`src/rtl/core/lca_pkg.sv`:
```
// ----------------------------------------------------------------------------
// lca_pkg
// Shared types and constants of the lowest common ancestor engine.
// ----------------------------------------------------------------------------
package lca_pkg;

  localparam int ID_W     = 10;
  localparam int ID_COUNT = 1024;
  localparam int OPC_W    = 2;

  // Item opcodes
  localparam logic [OPC_W-1:0] OPC_CLEAR = 2'd0;
  localparam logic [OPC_W-1:0] OPC_EDGE  = 2'd1;
  localparam logic [OPC_W-1:0] OPC_QUERY = 2'd2;
  localparam logic [OPC_W-1:0] OPC_NONE  = 2'd3;

  // Datapath operations issued by the controller
  typedef logic [3:0] dp_op_t;
  localparam dp_op_t OP_NOP       = 4'd0;
  localparam dp_op_t OP_SWEEP     = 4'd1;
  localparam dp_op_t OP_EDGE_RD   = 4'd2;
  localparam dp_op_t OP_EDGE_WR   = 4'd3;
  localparam dp_op_t OP_LOAD_A    = 4'd4;
  localparam dp_op_t OP_STEP      = 4'd5;
  localparam dp_op_t OP_LOAD_B    = 4'd6;
  localparam dp_op_t OP_CMP_INIT  = 4'd7;
  localparam dp_op_t OP_CMP_STEP  = 4'd8;
  localparam dp_op_t OP_RES_HIT   = 4'd9;
  localparam dp_op_t OP_RES_MATCH = 4'd10;
  localparam dp_op_t OP_RES_ERR   = 4'd11;
  localparam dp_op_t OP_OUT       = 4'd12;

  typedef struct packed {
    dp_op_t op;
  } lca_cmd_t;

  typedef struct packed {
    logic has_parent;   // table entry of the current node has a parent
    logic walk_over;    // walk already made NODES steps
    logic walk_second;  // second node is being walked
    logic path_eq;      // path entries under compare are equal
    logic idx_zero;     // one of the compare indexes reached the start node
    logic cmp_first;    // compare is at the root entries
    logic sweep_last;   // clear sweep at the last table entry
    logic out_free;     // output register can take a result
  } lca_status_t;

endpackage

```
`src/rtl/core/lca_ctrl.sv`:
```
// ----------------------------------------------------------------------------
// lca_ctrl
// Sequencer: decodes items and steps the datapath through clear, edge and
// query work.
// ----------------------------------------------------------------------------
module lca_ctrl (
  input  logic                  clk,
  input  logic                  rst,
  input  logic                  item_valid,
  input  logic [1:0]            item_opcode,
  output logic                  item_ready,
  input  lca_pkg::lca_status_t  status,
  output lca_pkg::lca_cmd_t     cmd
);
  import lca_pkg::*;

  localparam logic [2:0] S_CLEAR  = 3'd0;
  localparam logic [2:0] S_IDLE   = 3'd1;
  localparam logic [2:0] S_EDGE   = 3'd2;
  localparam logic [2:0] S_WALK   = 3'd3;
  localparam logic [2:0] S_CMP    = 3'd4;
  localparam logic [2:0] S_RESULT = 3'd5;

  logic [2:0] state, state_next;
  logic       accept;

  assign item_ready = (state == S_IDLE);
  assign accept     = item_valid && item_ready;

  always_comb begin
    state_next = state;
    cmd.op     = OP_NOP;
    unique case (state)
      S_CLEAR: begin
        cmd.op = OP_SWEEP;
        if (status.sweep_last) begin
          state_next = S_IDLE;
        end
      end
      S_IDLE: begin
        if (accept) begin
          unique case (item_opcode)
            OPC_CLEAR: state_next = S_CLEAR;
            OPC_EDGE: begin
              cmd.op     = OP_EDGE_RD;
              state_next = S_EDGE;
            end
            OPC_QUERY: begin
              cmd.op     = OP_LOAD_A;
              state_next = S_WALK;
            end
            OPC_NONE: state_next = S_IDLE;
          endcase
        end
      end
      S_EDGE: begin
        // first edge for a child wins
        if (!status.has_parent) begin
          cmd.op = OP_EDGE_WR;
        end
        state_next = S_IDLE;
      end
      S_WALK: begin
        priority if (!status.has_parent) begin
          if (status.walk_second) begin
            cmd.op     = OP_CMP_INIT;
            state_next = S_CMP;
          end else begin
            cmd.op = OP_LOAD_B;
          end
        end else if (status.walk_over) begin
          cmd.op     = OP_RES_ERR;
          state_next = S_RESULT;
        end else begin
          cmd.op = OP_STEP;
        end
      end
      S_CMP: begin
        priority if (!status.path_eq) begin
          if (status.cmp_first) begin
            state_next = S_IDLE;  // different roots: no answer
          end else begin
            cmd.op     = OP_RES_MATCH;
            state_next = S_RESULT;
          end
        end else if (status.idx_zero) begin
          cmd.op     = OP_RES_HIT;
          state_next = S_RESULT;
        end else begin
          cmd.op = OP_CMP_STEP;
        end
      end
      S_RESULT: begin
        if (status.out_free) begin
          cmd.op     = OP_OUT;
          state_next = S_IDLE;
        end
      end
      default: state_next = S_IDLE;
    endcase
  end

  always_ff @(posedge clk) begin
    if (rst) begin
      state <= S_CLEAR;
    end else begin
      state <= state_next;
    end
  end

endmodule

```
`config.mk`:
```
export PLATFORM = sky130hd
export DESIGN_NAME = lca_ctrl
export DESIGN_NICKNAME = d
export VERILOG_FILES = /design/src/rtl/core/lca_pkg.sv /design/src/rtl/core/lca_ctrl.sv
export SDC_FILE = /design/constraint.sdc
export NUM_CORES = 1
export LEC_CHECK = 0
export ABC_AREA = 0
export BUFFER_PORTS_ARGS = -buffer_cell sky130_fd_sc_hd__clkbuf_2
export CORE_AREA = 2 2 39 41
export CTS_CLUSTER_SIZE = 10
export DETAILED_ROUTE_END_ITERATION = 12
export DIE_AREA = 0 0 41 43
export PLACE_DENSITY_LB_ADDON = 0.15
export SLEW_MARGIN = 20
export SYNTH_ARGS = -nofsm -noshare
export SYNTH_HDL_FRONTEND = slang
export SYNTH_SLANG_ARGS = --single-unit
```
`constraint.sdc`:
```
create_clock -name clk -period 1.2 [get_ports clk]
set_input_delay 0.18 -clock clk [delete_from_list [all_inputs] [get_ports clk]]
set_output_delay 0.18 -clock clk [all_outputs]
set_load 0.05 [all_outputs]
```
======== Word-level counts from Yosys, hierarchy flattened ========
Cells that the tools add are included.
operators by class
  equal/unequal tests ..................... 14
  mux-type cells .......................... 22
  reduce and logical (&&, ||, !) cells .... 4
operators by type and width
  kind                                                   number
  2-to-1 mux 3 bit                                       10
  case mux 4 bit (6 select lines)                        1
  2-to-1 mux 4 bit                                       5
  case mux 3 bit (5 select lines)                        1
  case mux 3 bit (4 select lines)                        1
  inequality test 3 bit, second input constant           3
  equality test 3 x 2 -> 1 bit, second input constant    2
  equality test 3 bit, second input constant             2
  case mux 3 bit (2 select lines)                        1
  AND reduction 6 bit                                    1
  equality test 2 bit, second input constant             2
  inequality test 2 bit, second input constant           2
  equality test 3 x 1 -> 1 bit, second input constant    1
  logical NOT 3 bit                                      1
  equality test 2 x 1 -> 1 bit, second input constant    1
  logical NOT 2 bit                                      1
  2-to-1 mux 1 bit                                       2
  2-to-1 mux 2 bit                                       1
  inequality test 2 x 1 -> 1 bit, second input constant  1
  logical AND 1 bit                                      1
storage, ports and cells
  register bits ........................... 3
  input port bits ......................... 13
  output and inout bits ................... 5
  word-level logic and storage cells ...... 41

======== Longest topological paths before layout ========
  word-level depth ........................ 4
  depth in mapped cells ................... 5
  depth with buffers taken out ............ 5

======== Worst setup path before layout ========
No wires, ideal clock.
  kind .................................... flip-flop to output port
  start ................................... register state[0]
  end ..................................... output cmd[1] (netlist name)
  data arrival time ....................... 1860 ps
  required time ........................... 1020 ps
  setup slack ............................. -840 ps
  cell stages (with the launch flop) ...... 4
  buffers on the path ..................... 1
  cell sequence ........................... dfxtp_1 > buf_2 > a21boi_0 > o311ai_1
RTL lines
  what                    RTL line         text
  start, declared         lca_ctrl.sv:24   logic [2:0] state, state_next;
  start signal, assigned  lca_ctrl.sv:107  state <= state_next;
  end, declared           lca_ctrl.sv:13   output lca_pkg::lca_cmd_t cmd

==> out/metrics.cfg <==
[yosys]
ys_ff_latch=3
avgSynthCellArea_um2=7.38
yosys_warnings=0
syn_nets=75
synth_cell_types=31
syn_inst=58
ys_seq_area_frac=0.140
yosysTopAreaCell=dfxtp_1
syn_area_um2=428
synthTopCellsByArea=dfxtp_1 (14%), ha_1 (12%), mux2i_1 (4.7%)
yosys.area.top_type_share=0.140

[routing]
dr.pass1.iters=4
dr.first_iter.drc_count=4
detail-route-antenna-nets=0
routedWlPerCell_um=11.9
wl_um=1300
drcViolationCount=0
viasPerCell=5.10
vias=556

[global_routing]
grt_antenna_before_repair=0
grt_pass1_wl_um=2090
grt.total_usage=0.178
grt_max_degree=12
overflow=0
grt_pass1_vias=482

[sta]
period_share=1.21
tightest_slew_ns=0.275
finalHoldViolations=0
max_freq_mhz=691
slew_headroom=0.811
finClkSkew_ns=0.0147
finalSetupTns_ns=-1.41
setup-violations-final=7
final.min_clock_period_ns=1.45
setup_ws_ns=-0.247
maxSlewViolCount=0
rsz0062_at_grt=yes

[cts]
htreeDepth=1
postCtsHoldBufs=0
root_buffer=clkbuf_4
clk_pin_slew_ns=0.05
clockBufferDepth=2
clock_sinks=3
clock_latency_ns=0.25
cts_tree=built
cts_buffers=3

[run_status]
status=finished, violations left
violations=negative setup slack

[worst_setup_path]
crit_arrival_ns=1.27
cp_max_fo=10
r2r-start=state[0]
crit_required_ns=1.02
crit_path_end_kind=output pin
worstSetupPathType=flop to output pin
cp-start-kind=flop
worstSetupStartpoint=state[1]

[finish]
largest_reg_flops=3
syn2layout_area_growth_pct=93.3
n_antenna_cell=0
nNetsFinal=111
layout-drive-gt1-share=0.613
regMostFlops=state
reg.largest.list=state: 3 flops
nFillCells=113

[min_path]
min_path_type=input port to flop
hp-start=rst

[run]
cap_violations=0

[floorplanning]
rows=14
die_h_um=43
ioPinCount=18
die_area_um2=1760
die_w_um=41
initial_core_util=0.309
core_um2=1380

[power_and_ir_drop]
cellPowerDensity_nw_per_um2=922
leakagePower_nw=0.390
peakVddDrop_mv=0.416

[placement]
globalplace.congestion=0.736
dpl.hpwl_um=998
io_buffer_count=17
post-place-ws_ns=-0.193

path summary, 6_finish.rpt:
kind,to,slack [ns],cells after the start
min reg2reg,state[1],0.57,2
max reg2reg,state[2],-0.16,5
min,state[0],0.11,2
max,cmd[0],-0.25,5
metrics by stage:
step / util / std cells / total power, W / hold slack, ns / instance area [µm²]
after floorplan: - / 58 / 0.000368 / 0.242 / 512
after global placement: 0.511 / 104 / 0.000487 / 0.379 / 707
after detailed placement: 0.511 / 104 / 0.000490 / 0.370 / 707
after CTS: 0.578 / 108 / 0.000730 / 0.113 / 800
after global routing: 0.598 / 109 / 0.000801 / 0.115 / 827
final: 0.598 / 109 / 0.000762 / 0.113 / 827
cell type report:
class                   count  area [µm²]  share of cell area
repair buffers             34         270               0.327
clock buffers               4        26.3              0.0318
inverters                   5        23.8              0.0287
flip-flops and latches      3        68.8              0.0832
well taps                  16        20.0              0.0242
multi-input cells          47         418               0.505
cells in the final DEF (no fill, tap or decap), types with 2 or more instances in the layout:
| cell | count |
|---|---|
| buf_8 | 5 |
| and3b_1 | 2 |
| ha_1 | 4 |
| clkbuf_4 | 3 |
| a21oi_1 | 2 |
| o21ai_1 | 3 |
| buf_4 | 15 |
| buf_6 | 2 |
| nor2_1 | 4 |
| dfxtp_4 | 2 |
| nand4_1 | 2 |
| inv_1 | 4 |
| nand3b_1 | 2 |
| nand2_1 | 3 |
| clkbuf_2 | 12 |
power breakdown:
| part | internal [W] | switching [W] | leakage, nW |
|---|---|---|---|
| Sequential | 0.000112 | 0.0000242 | 0.0264 |
| Clock | 0.000126 | 0.0000706 | 0.0150 |
| Combinational | 0.000215 | 0.000215 | 0.349 |
| Total | 0.000452 | 0.000310 | 0.390 |
critical path, stage by stage (launching register included):
cell	delay, ns
dfxtp_4	0.37
buf_4	0.14
nand2_1	0.05
nor2_1	0.06
a211oi_4	0.23
buf_8	0.18
repair_timing:
| item | CTS | global route |
|---|---|---|
| endpoints found under the hold margin | 0 | 0 |
| buffers inserted | 0 | 1 |
| resized for setup | 17 | 8 |
| endpoints found under the setup margin | 7 | 7 |
| pin swaps | 3 | 0 |
metal layers:
layer  share of wire  track usage  vias up
met3           0.025       0.0314        3
met5               0            0        -
li1                -            -      286
met1            0.46        0.236      257
met4           0.021        0.100        0
met2            0.49        0.259       10
synth_stat cells (all sizes together):
master,instances
nor2,5
a311oi,1
dfxtp,3
inv,5
and3b,3
o311ai,1
a21bo,1
and4b,1
nor3,1
nor3b,1
o21ai,5
ha,4
or2b,1
a22oi,1
mux2i,2
a21oi,3
a21boi,1
buf,3
a31oi,2
nand4,2
a211oi,2
a21o,1
a221o,1
o21a,1
nand2,4
nand3b,2
or2,1
kinds of logic (layout without fill, tap and decap cells):
kind of cell | count (synthesis) | after routing | synth area share
flip-flops | 3 | 3 | 0.140
multiplexers | 2 | 2 | 0.0468
adder cells (fa/ha/maj) | 4 | 4 | 0.117
buffers and inverters | 8 | 43 | 0.0848
AND/OR/NAND/NOR | 21 | 21 | 0.292
AO/OA/AOI/OAI | 20 | 20 | 0.319
(Power assumes the default switching activity.)
